File: config.mk
export PLATFORM = sky130hd
export DESIGN_NAME = sha256_message_hasher_top
export DESIGN_NICKNAME = d
export VERILOG_FILES = /design/src/design/sha256_pkg.sv /design/src/design/sha256_message_hasher_top.sv
export SDC_FILE = /design/constraint.sdc
export NUM_CORES = 2
export LEC_CHECK = 0
export BUFFER_PORTS_ARGS = -buffer_cell sky130_fd_sc_hd__buf_2
export CAP_MARGIN = 20
export CORE_MARGIN = 10
export CORE_UTILIZATION = 55
export DETAILED_ROUTE_END_ITERATION = 16
export PLACE_DENSITY = 0.71
export SYNTH_ARGS = -nofsm -noshare
export SYNTH_HDL_FRONTEND = slang
export SYNTH_SLANG_ARGS = --single-unit
File: constraint.sdc
create_clock -name clk -period 27.6 [get_ports clk]
set_clock_uncertainty 0.05 [all_clocks]
set_input_delay 2.76 -clock clk [delete_from_list [all_inputs] [get_ports clk]]
set_output_delay 2.76 -clock clk [all_outputs]
set_load 0.02 [all_outputs]
File: src/design/sha256_pkg.sv
`timescale 1ns / 1ps
// ----------------------------------------------------------------------------
// SHA-256 package
// Round constants, initial hash values, sequencer states and round helpers.
// ----------------------------------------------------------------------------
package sha256_pkg;

  typedef enum logic [2:0] {
    ST_IDLE,
    ST_PAD,
    ST_ROUND,
    ST_FOLD,
    ST_EMIT
  } state_t;

  localparam logic [7:0] PAD_BYTE = 8'h80;

  function automatic logic [31:0] round_const(input logic [5:0] idx);
    logic [31:0] k [64];
    k = '{
      32'h428a2f98, 32'h71374491, 32'hb5c0fbcf, 32'he9b5dba5,
      32'h3956c25b, 32'h59f111f1, 32'h923f82a4, 32'hab1c5ed5,
      32'hd807aa98, 32'h12835b01, 32'h243185be, 32'h550c7dc3,
      32'h72be5d74, 32'h80deb1fe, 32'h9bdc06a7, 32'hc19bf174,
      32'he49b69c1, 32'hefbe4786, 32'h0fc19dc6, 32'h240ca1cc,
      32'h2de92c6f, 32'h4a7484aa, 32'h5cb0a9dc, 32'h76f988da,
      32'h983e5152, 32'ha831c66d, 32'hb00327c8, 32'hbf597fc7,
      32'hc6e00bf3, 32'hd5a79147, 32'h06ca6351, 32'h14292967,
      32'h27b70a85, 32'h2e1b2138, 32'h4d2c6dfc, 32'h53380d13,
      32'h650a7354, 32'h766a0abb, 32'h81c2c92e, 32'h92722c85,
      32'ha2bfe8a1, 32'ha81a664b, 32'hc24b8b70, 32'hc76c51a3,
      32'hd192e819, 32'hd6990624, 32'hf40e3585, 32'h106aa070,
      32'h19a4c116, 32'h1e376c08, 32'h2748774c, 32'h34b0bcb5,
      32'h391c0cb3, 32'h4ed8aa4a, 32'h5b9cca4f, 32'h682e6ff3,
      32'h748f82ee, 32'h78a5636f, 32'h84c87814, 32'h8cc70208,
      32'h90befffa, 32'ha4506ceb, 32'hbef9a3f7, 32'hc67178f2
    };
    return k[idx];
  endfunction

  function automatic logic [31:0] init_hash(input logic [2:0] idx);
    logic [31:0] h [8];
    h = '{
      32'h6a09e667, 32'hbb67ae85, 32'h3c6ef372, 32'ha54ff53a,
      32'h510e527f, 32'h9b05688c, 32'h1f83d9ab, 32'h5be0cd19
    };
    return h[idx];
  endfunction

  function automatic logic [31:0] rotr(input logic [31:0] x, input int n);
    return (x >> n) | (x << (32 - n));
  endfunction

endpackage

File: src/design/sha256_message_hasher_top.sv
`timescale 1ns / 1ps
// ----------------------------------------------------------------------------
// SHA-256 message hasher
// Hashes a word-wise byte message with one shared round unit, one round
// per cycle, adding the padding and length, then emits eight digest words.
// ----------------------------------------------------------------------------
// A non-last item that completes a 16-word block is followed by the load, 64 rounds
// of the single round unit and the fold, during which the input is stalled.
// A last item is followed by the padding words and the compression of each block,
// then the eight digest words, each held while the output is stalled.
// Synchronous reset loads the initial hash and clears fill and length.
module sha256_message_hasher_top (
  input  logic        clk,
  input  logic        rst,
  input  logic        in_valid,
  output logic        in_stall,
  input  logic [31:0] data_word,
  input  logic [2:0]  byte_count,
  input  logic        last_item,
  output logic        out_valid,
  input  logic        out_stall,
  output logic [31:0] digest_word,
  output logic [2:0]  word_index,
  output logic        last_word
);

  sha256_pkg::state_t state, state_next;

  logic [31:0] hash [8];
  logic [31:0] wv   [8];
  logic [31:0] win  [16];
  logic [3:0]  block_fill;
  logic [6:0]  round_index;
  logic [63:0] message_bits;
  logic        pad_final;   // padding ends after the current block
  logic [2:0]  emit_idx;
  logic        load_wv;

  // Padding is still owed after a fold when the last item is in but the
  // length did not yet go out.
  logic        last_pending;
  logic [1:0]  pad_stage; // 0 none, 1 word with 0x80 owed, 2 zeros/length

  logic        accept;
  logic        push;
  logic [31:0] push_word;
  logic [2:0]  cnt;
  logic [31:0] keep_mask;
  logic [31:0] last_word_val;
  logic [31:0] pad_word;
  logic        done_round;

  assign accept = in_valid && !in_stall;
  assign in_stall = (state != sha256_pkg::ST_IDLE);
  assign cnt = (byte_count > 3'd4) ? 3'd4 : byte_count;

  // Masked last word with the pad byte after the data bytes.
  always_comb begin
    unique case (cnt)
      3'd0: keep_mask = 32'h0000_0000;
      3'd1: keep_mask = 32'hff00_0000;
      3'd2: keep_mask = 32'hffff_0000;
      3'd3: keep_mask = 32'hffff_ff00;
      default: keep_mask = 32'hffff_ffff;
    endcase
    last_word_val = (data_word & keep_mask) |
                    ({24'd0, sha256_pkg::PAD_BYTE} << (6'd24 - {cnt, 3'd0}));
  end

  // Padding words: zeros, then the length in slots 14 and 15 of the final block.
  always_comb begin
    if (pad_final && block_fill == 4'd14) pad_word = message_bits[63:32];
    else if (pad_final && block_fill == 4'd15) pad_word = message_bits[31:0];
    else pad_word = 32'd0;
  end

  // Next state.
  always_comb begin
    state_next = state;
    unique case (state)
      sha256_pkg::ST_IDLE: begin
        if (accept) begin
          if (block_fill == 4'd15) state_next = sha256_pkg::ST_ROUND;
          else if (last_item) state_next = sha256_pkg::ST_PAD;
        end
      end
      sha256_pkg::ST_PAD: begin
        if (block_fill == 4'd15) state_next = sha256_pkg::ST_ROUND;
      end
      sha256_pkg::ST_ROUND: begin
        if (done_round) state_next = sha256_pkg::ST_FOLD;
      end
      sha256_pkg::ST_FOLD: begin
        if (pad_final) state_next = sha256_pkg::ST_EMIT;
        else if (last_pending) state_next = sha256_pkg::ST_PAD;
        else state_next = sha256_pkg::ST_IDLE;
      end
      sha256_pkg::ST_EMIT: begin
        if (!out_stall && emit_idx == 3'd7) state_next = sha256_pkg::ST_IDLE;
      end
      default: state_next = sha256_pkg::ST_IDLE;
    endcase
  end

  // Word pushes and their values.
  always_comb begin
    push = 1'b0;
    push_word = data_word;
    if (state == sha256_pkg::ST_IDLE && accept) begin
      push = 1'b1;
      push_word = (last_item && cnt != 3'd4) ? last_word_val : data_word;
    end else if (state == sha256_pkg::ST_PAD) begin
      push = 1'b1;
      push_word = (pad_stage == 2'd1) ? 32'h8000_0000 : pad_word;
    end
  end

  assign last_pending = (pad_stage != 2'd0);
  assign done_round = (round_index == 7'd63);
  assign load_wv = push && (block_fill == 4'd15);

  // Round unit and schedule extension.
  logic [31:0] w_cur, w_new, s0, s1, t1, t2;
  always_comb begin
    s0 = sha256_pkg::rotr(win[1], 7) ^ sha256_pkg::rotr(win[1], 18) ^ (win[1] >> 3);
    s1 = sha256_pkg::rotr(win[14], 17) ^ sha256_pkg::rotr(win[14], 19)
         ^ (win[14] >> 10);
    w_new = win[0] + s0 + win[9] + s1;
    w_cur = (round_index < 7'd16) ? win[0] : w_new;
    t1 = wv[7] + (sha256_pkg::rotr(wv[4], 6) ^ sha256_pkg::rotr(wv[4], 11)
         ^ sha256_pkg::rotr(wv[4], 25)) + ((wv[4] & wv[5]) ^ (~wv[4] & wv[6]))
         + sha256_pkg::round_const(round_index[5:0]) + w_cur;
    t2 = (sha256_pkg::rotr(wv[0], 2) ^ sha256_pkg::rotr(wv[0], 13)
         ^ sha256_pkg::rotr(wv[0], 22))
         + ((wv[0] & wv[1]) ^ (wv[0] & wv[2]) ^ (wv[1] & wv[2]));
  end

  // Control registers.
  always_ff @(posedge clk) begin
    if (rst) begin
      state <= sha256_pkg::ST_IDLE;
      block_fill <= 4'd0;
      round_index <= 7'd0;
      message_bits <= 64'd0;
      pad_stage <= 2'd0;
      pad_final <= 1'b0;
      emit_idx <= 3'd0;
    end else begin
      state <= state_next;
      if (push) block_fill <= block_fill + 4'd1;
      if (state == sha256_pkg::ST_IDLE && accept) begin
        message_bits <= message_bits + (last_item ? {58'd0, cnt, 3'd0} : 64'd32);
        if (last_item) begin
          pad_stage <= (cnt == 3'd4) ? 2'd1 : 2'd2;
          pad_final <= (block_fill <= 4'd13) && (cnt != 3'd4 || block_fill <= 4'd12);
        end
      end else if (state == sha256_pkg::ST_PAD) begin
        // The length word closes the padding; otherwise zeros follow.
        if (block_fill == 4'd15 && pad_final) pad_stage <= 2'd0;
        else pad_stage <= 2'd2;
        if (pad_stage == 2'd1) pad_final <= (block_fill <= 4'd13);
        else if (block_fill < 4'd14 && pad_stage == 2'd2) pad_final <= 1'b1;
      end
      if (state == sha256_pkg::ST_ROUND) round_index <= round_index + 7'd1;
      else round_index <= 7'd0;
      if (state == sha256_pkg::ST_FOLD && pad_final) begin
        message_bits <= 64'd0;
        pad_final <= 1'b0;
      end
      if (state == sha256_pkg::ST_EMIT && !out_stall) begin
        emit_idx <= emit_idx + 3'd1;
        if (emit_idx == 3'd7) pad_stage <= 2'd0;
      end
    end
  end

  // Hash, working variables and schedule window.
  always_ff @(posedge clk) begin
    if (rst) begin
      for (int i = 0; i < 8; i++) hash[i] <= sha256_pkg::init_hash(3'(i));
    end else begin
      if (state == sha256_pkg::ST_FOLD) begin
        for (int i = 0; i < 8; i++) hash[i] <= hash[i] + wv[i];
      end
      if (state == sha256_pkg::ST_EMIT && !out_stall && emit_idx == 3'd7) begin
        for (int i = 0; i < 8; i++) hash[i] <= sha256_pkg::init_hash(3'(i));
      end
    end
  end

  always_ff @(posedge clk) begin
    if (push) win[block_fill] <= push_word;
    if (state == sha256_pkg::ST_ROUND) begin
      for (int i = 0; i < 15; i++) win[i] <= win[i + 1];
      win[15] <= w_cur;
      wv[7] <= wv[6];
      wv[6] <= wv[5];
      wv[5] <= wv[4];
      wv[4] <= wv[3] + t1;
      wv[3] <= wv[2];
      wv[2] <= wv[1];
      wv[1] <= wv[0];
      wv[0] <= t1 + t2;
    end else if (load_wv) begin
      for (int i = 0; i < 8; i++) wv[i] <= hash[i];
    end
  end

  // Result outputs.
  always_comb begin
    out_valid = (state == sha256_pkg::ST_EMIT);
    digest_word = hash[emit_idx];
    word_index = emit_idx;
    last_word = (emit_idx == 3'd7);
  end

endmodule

# Word level (Yosys, flattened, before mapping)
# Memories as Yosys holds them, arrays and structs flattened. A register that Yosys moved wholly into a read port is not among the register bits.
# Index checks and enable logic that the tools add are counted.
classes:
  add_sub_neg: 23
  n_reduce_logical: 26
  shifts: 1
  n_mux: 79
  eq_ne: 21
  n_bitwise: 55
  magnitude_cmp: 6
op_table:
  columns: ["op", "count"]
  rows:
  - ["two-way mux 32 bit", 34]
  - ["adder 32 bit", 18]
  - ["XOR 32 bit", 9]
  - ["AND 32 bit", 6]
  - ["one-hot mux 32 bit (4 select lines)", 1]
  - ["adder 64 x 6 -> 64 bit", 1]
  - ["inverter 32 bit", 1]
  - ["bitwise OR 10 x 32 -> 32 bit", 1]
  - ["bitwise OR 13 x 32 -> 32 bit", 1]
  - ["bitwise OR 14 x 32 -> 32 bit", 1]
  - ["bitwise OR 15 x 32 -> 32 bit", 1]
  - ["bitwise OR 19 x 32 -> 32 bit", 1]
  - ["bitwise OR 21 x 32 -> 32 bit", 1]
  - ["bitwise OR 25 x 32 -> 32 bit", 1]
  - ["bitwise OR 26 x 32 -> 32 bit", 1]
  - ["bitwise OR 30 x 32 -> 32 bit", 1]
  - ["bitwise OR 32 bit", 1]
  - ["bitwise OR 7 x 32 -> 32 bit", 1]
  - ["OR reduction 32 bit", 1]
  - ["<< shifter 8 x 6 -> 32 bit (first input constant)", 1]
  - ["XOR 32 x 22 -> 32 bit", 1]
  - ["XOR 32 x 29 -> 32 bit", 1]
  - ["two-way mux 3 bit", 10]
  - ["two-way mux 1 bit", 24]
  - ["other kinds (35)", 92]
totals:
  wordCells: 222
  ram_bits: 1024
  romBits: 2048
  ff_bits: 84
  in_bits: 40
  mem_count: 4
memory_table:
  columns: ["memory", "depth", "width", "read_ports", "rd_clocked_by_memory_dff", "write_ports", "line", "text"]
  rows:
  - ["(no name shown)", 64, 32, 1, 0, 0, "sha256_pkg.sv:38", "return k[idx];"]
  - ["win", 16, 32, 16, 0, 16, "sha256_message_hasher_top.sv:31", "logic [31:0] win [16];"]
  - ["hash", 8, 32, 9, 1, 8, "sha256_message_hasher_top.sv:29", "logic [31:0] hash [8];"]
  - ["wv", 8, 32, 8, 0, 8, "sha256_message_hasher_top.sv:30", "logic [31:0] wv [8];"]

# Logic depth before layout (Yosys ltp)
# An unclocked memory read counts as a cell.
depth:
  depth_word: 11
  ltp_mapped: 48

# Worst setup path before layout
# No wires, ideal clock.
synth_timing:
  kind: "in2reg"
  start: "in in_valid"
  end: "mem win[15][0] (enable)"
  t_required_ns: 25.384
  arrival_time_ns: 8.483
  stages: 6
  setup_time_ns: 2.166
  setup_slack_ns: 16.901
  cell_sequence: "nand3b_1 > nand2_1 > nand2_1 > clkbuf_1 > buf_1 > nand2_1"
synth_lines:
  columns: ["element", "line", "text"]
  rows:
  - ["from (decl)", "sha256_message_hasher_top.sv:15", "input logic in_valid,"]
  - ["to (decl)", "sha256_message_hasher_top.sv:31", null]

==> metrics.csv <==
metric,value,unit
Post-Layout Cell Count,9166,
initial drt markers,8485,
CP peak stage delay,580,ps
Tmin final,11810,ps
die footprint,149000,um^2
Slew HR,3.89,%
post-synthesis sequential area ratio,42.4,%
Post-synth EDFFs,896,
FF/Latch Area,31200,um^2
Vias/cell,6.45,
share of cells above drive strength 1,8.22,%
post-DP HPWL,192000,um
die height,385,um
Area Growth Syn to Fin,8.89,%
drt first pass iters,8,
CTS tree,done,
"most common cell after layout, fill and taps aside",nand2_1,
RSZ-0062 raised after global routing,no,
drt wl/cell,28.2,um
max cap viols,0,
final setup TNS,0,ps
Mapped Cells,7339,
CP endpoint kind,flip-flop,
"commonest non-fill, non-tap cells in the layout","nand2_1 (1027), edfxtp_1 (896), a21o_1 (724)",
YS warnings,0,
CP max FO,5,
final wirelength,258000,um
Vias,59100,
TritonCTS buffer count,121,
DRC Markers,0,
global-route wire length before repair,373000,um
Seq cells post-synth,1108,
leak pwr,0.0337,uW
measured slew at the worst slew-check pin,1440,ps
placed instance count,8928,
syn_area_per_cell,10.0,um^2
H-tree Lvls,3,
PwrDens,73.5,nW/um^2
Worst EP required,28000,ps
Cells on Worst Hold Path,1,
die width,385,um
GRT Util Overall,33.8,%
core area,133000,um^2
GRT overflow,0,
status,completed,
placement row count,134,
Longest Clk Path Bufs,3,
area of the multi-input gates,39600,um^2
Starting Density,55.2,%
crit path kind,reg -> reg,
"Clk pin slew, worst setup/hold paths",60,ps
Tcrit/Tclk final,42.8,%
post-CTS sizing,0,
Clock Latency Late Sink,790,ps
hold_buf cts,0,
slowest CP cell,nor3_1,
pin count of the biggest net entering global routing,198,
GP Congestion,1.01,
Worst Hold Class,reg -> reg,
maximum vdd drop,84.5,uV
max frequency,84.7,MHz
"antenna viol nets, final",0,
pins over their slew limit,0,
post-CTS setup buffers,0,
nets@finish,7943,
number of global-route vias before repair,54600,
Setup crit start kind,flip-flop,
Port Buffers,77,
initial antenna violation count,13,
fillers,11300,
syn nets,7994,
num ports,78,
Clock Sink Count,1108,
crit path DAT,12200,ps
Synth Flop Type,edfxtp_1,
Post-Synthesis Cell Area,73500,um^2
Netlist cell types,85,
Final Hold Fails,0,
final setup vio count,0,
asr flop ratio synth,0,%
R2R depth,43,
clk root buf,clkbuf_16,
## through the flow
| stage | util, % | setup slack [ps] | hold slack, ps | power (uW) | area (um^2) |
|---|---|---|---|---|---|
| after global placement | 57.0 | 16320 | 415 | 4100 | 75800 |
| after floorplan | - | 16900 | 397 | 3560 | 73500 |
| final | 60.1 | 15790 | 440 | 5880 | 80000 |
| after detailed placement | 57.0 | 16250 | 425 | 4140 | 75900 |
| after global routing | 60.1 | 15380 | 453 | 6140 | 80000 |
| after CTS | 60.0 | 16120 | 433 | 5820 | 79900 |
## final cells by class
| cell class | instances | area share [%] |
|---|---|---|
| flip-flops and latches | 1108 | 39.0 |
| multi-input cells | 5430 | 49.5 |
| clock buffers | 161 | 4.17 |
| well taps | 1768 | 2.77 |
| clock inverters | 68 | 0.942 |
| repair buffers | 197 | 1.64 |
| inverters | 430 | 2.02 |
| diodes | 4 | 0.0125 |
## report_power, final
part | internal (uW) | switching (uW) | total (uW)
sequential | 1920 | 25.9 | 1950
combinational | 891 | 1350 | 2250
clock | 950 | 735 | 1680
## synth_stat cells, drive strengths merged (51+ instances only)
master     n  area [um^2]
nand2   1030         3870
edfxtp   896        26900
a21o     725         5440
a21oi    464         2320
nor2     444         1670
inv      428         1610
ha       417         5220
xnor2    391         3420
o21ai    373         1870
clkbuf   334         1250
xor2     241         2110
dfxtp    212         4240
fa       198         3960
nor3     104          526
nand3    103          515
mux4      72         1620
nand2b    72          450
o21a      69          518
mux2      65          732
a211oi    59          443
o211ai    51          388
## registers in the layout, summed over array words and instances (netlist names), named ones only
register      count
block_fill        4
hash            256
message_bits     61
pad_final         1
pad_stage         2
round_index       7
state             3
win             512
word_index        3
wv              256
## cells by family (layout without fill, tap and decap cells)
group	count (synthesis)	count (layout)	share of synthesized area, %
multiplexers	149	149	3.37
AO/OA/AOI/OAI	2041	2041	18.3
buffers and inverters	801	856	4.09
AND/OR/NAND/NOR	1988	1988	11.7
XOR/XNOR	632	632	7.54
other	0	4	0
flip-flops	1108	1108	42.4
adder cells (fa/ha/maj)	620	620	12.6
## routing by layer
layer	GRT usage [%]	routed length (um)	vias up	share of wire (%)
met1	52.4	113000	29200	44
met2	45.8	103000	3538	40
li1	-	-	26000	-
met4	10.4	8830	10	3.4
met3	8.39	33600	455	13
met5	0	69	-	0.027
## critical path: cells and delay by family (launching register included)
kind	cells	cell delay (ps)
adders and majority gates	9	3800
AOI/OAI and AO/OA	15	3540
buffers and inverters	6	400
DFF	1	480
xor gates and xnor gates	6	1280
and+or+nand+nor	7	1900
## path summary, 6_finish.rpt
check / from / endpoint / slack, ps
setup / recovery: win[14][12]$_DFFE_PP_ / wv[0][31]$_DFFE_PP_ / 15790
hold / removal: hash[7][31]$_SDFFE_PP0P_ / hash[7][31]$_SDFFE_PP0P_ / 440
setup reg to reg: win[14][12]$_DFFE_PP_ / wv[0][31]$_DFFE_PP_ / 15790
hold reg to reg: hash[7][31]$_SDFFE_PP0P_ / hash[7][31]$_SDFFE_PP0P_ / 440
Power figures use the tool's default switching activity.
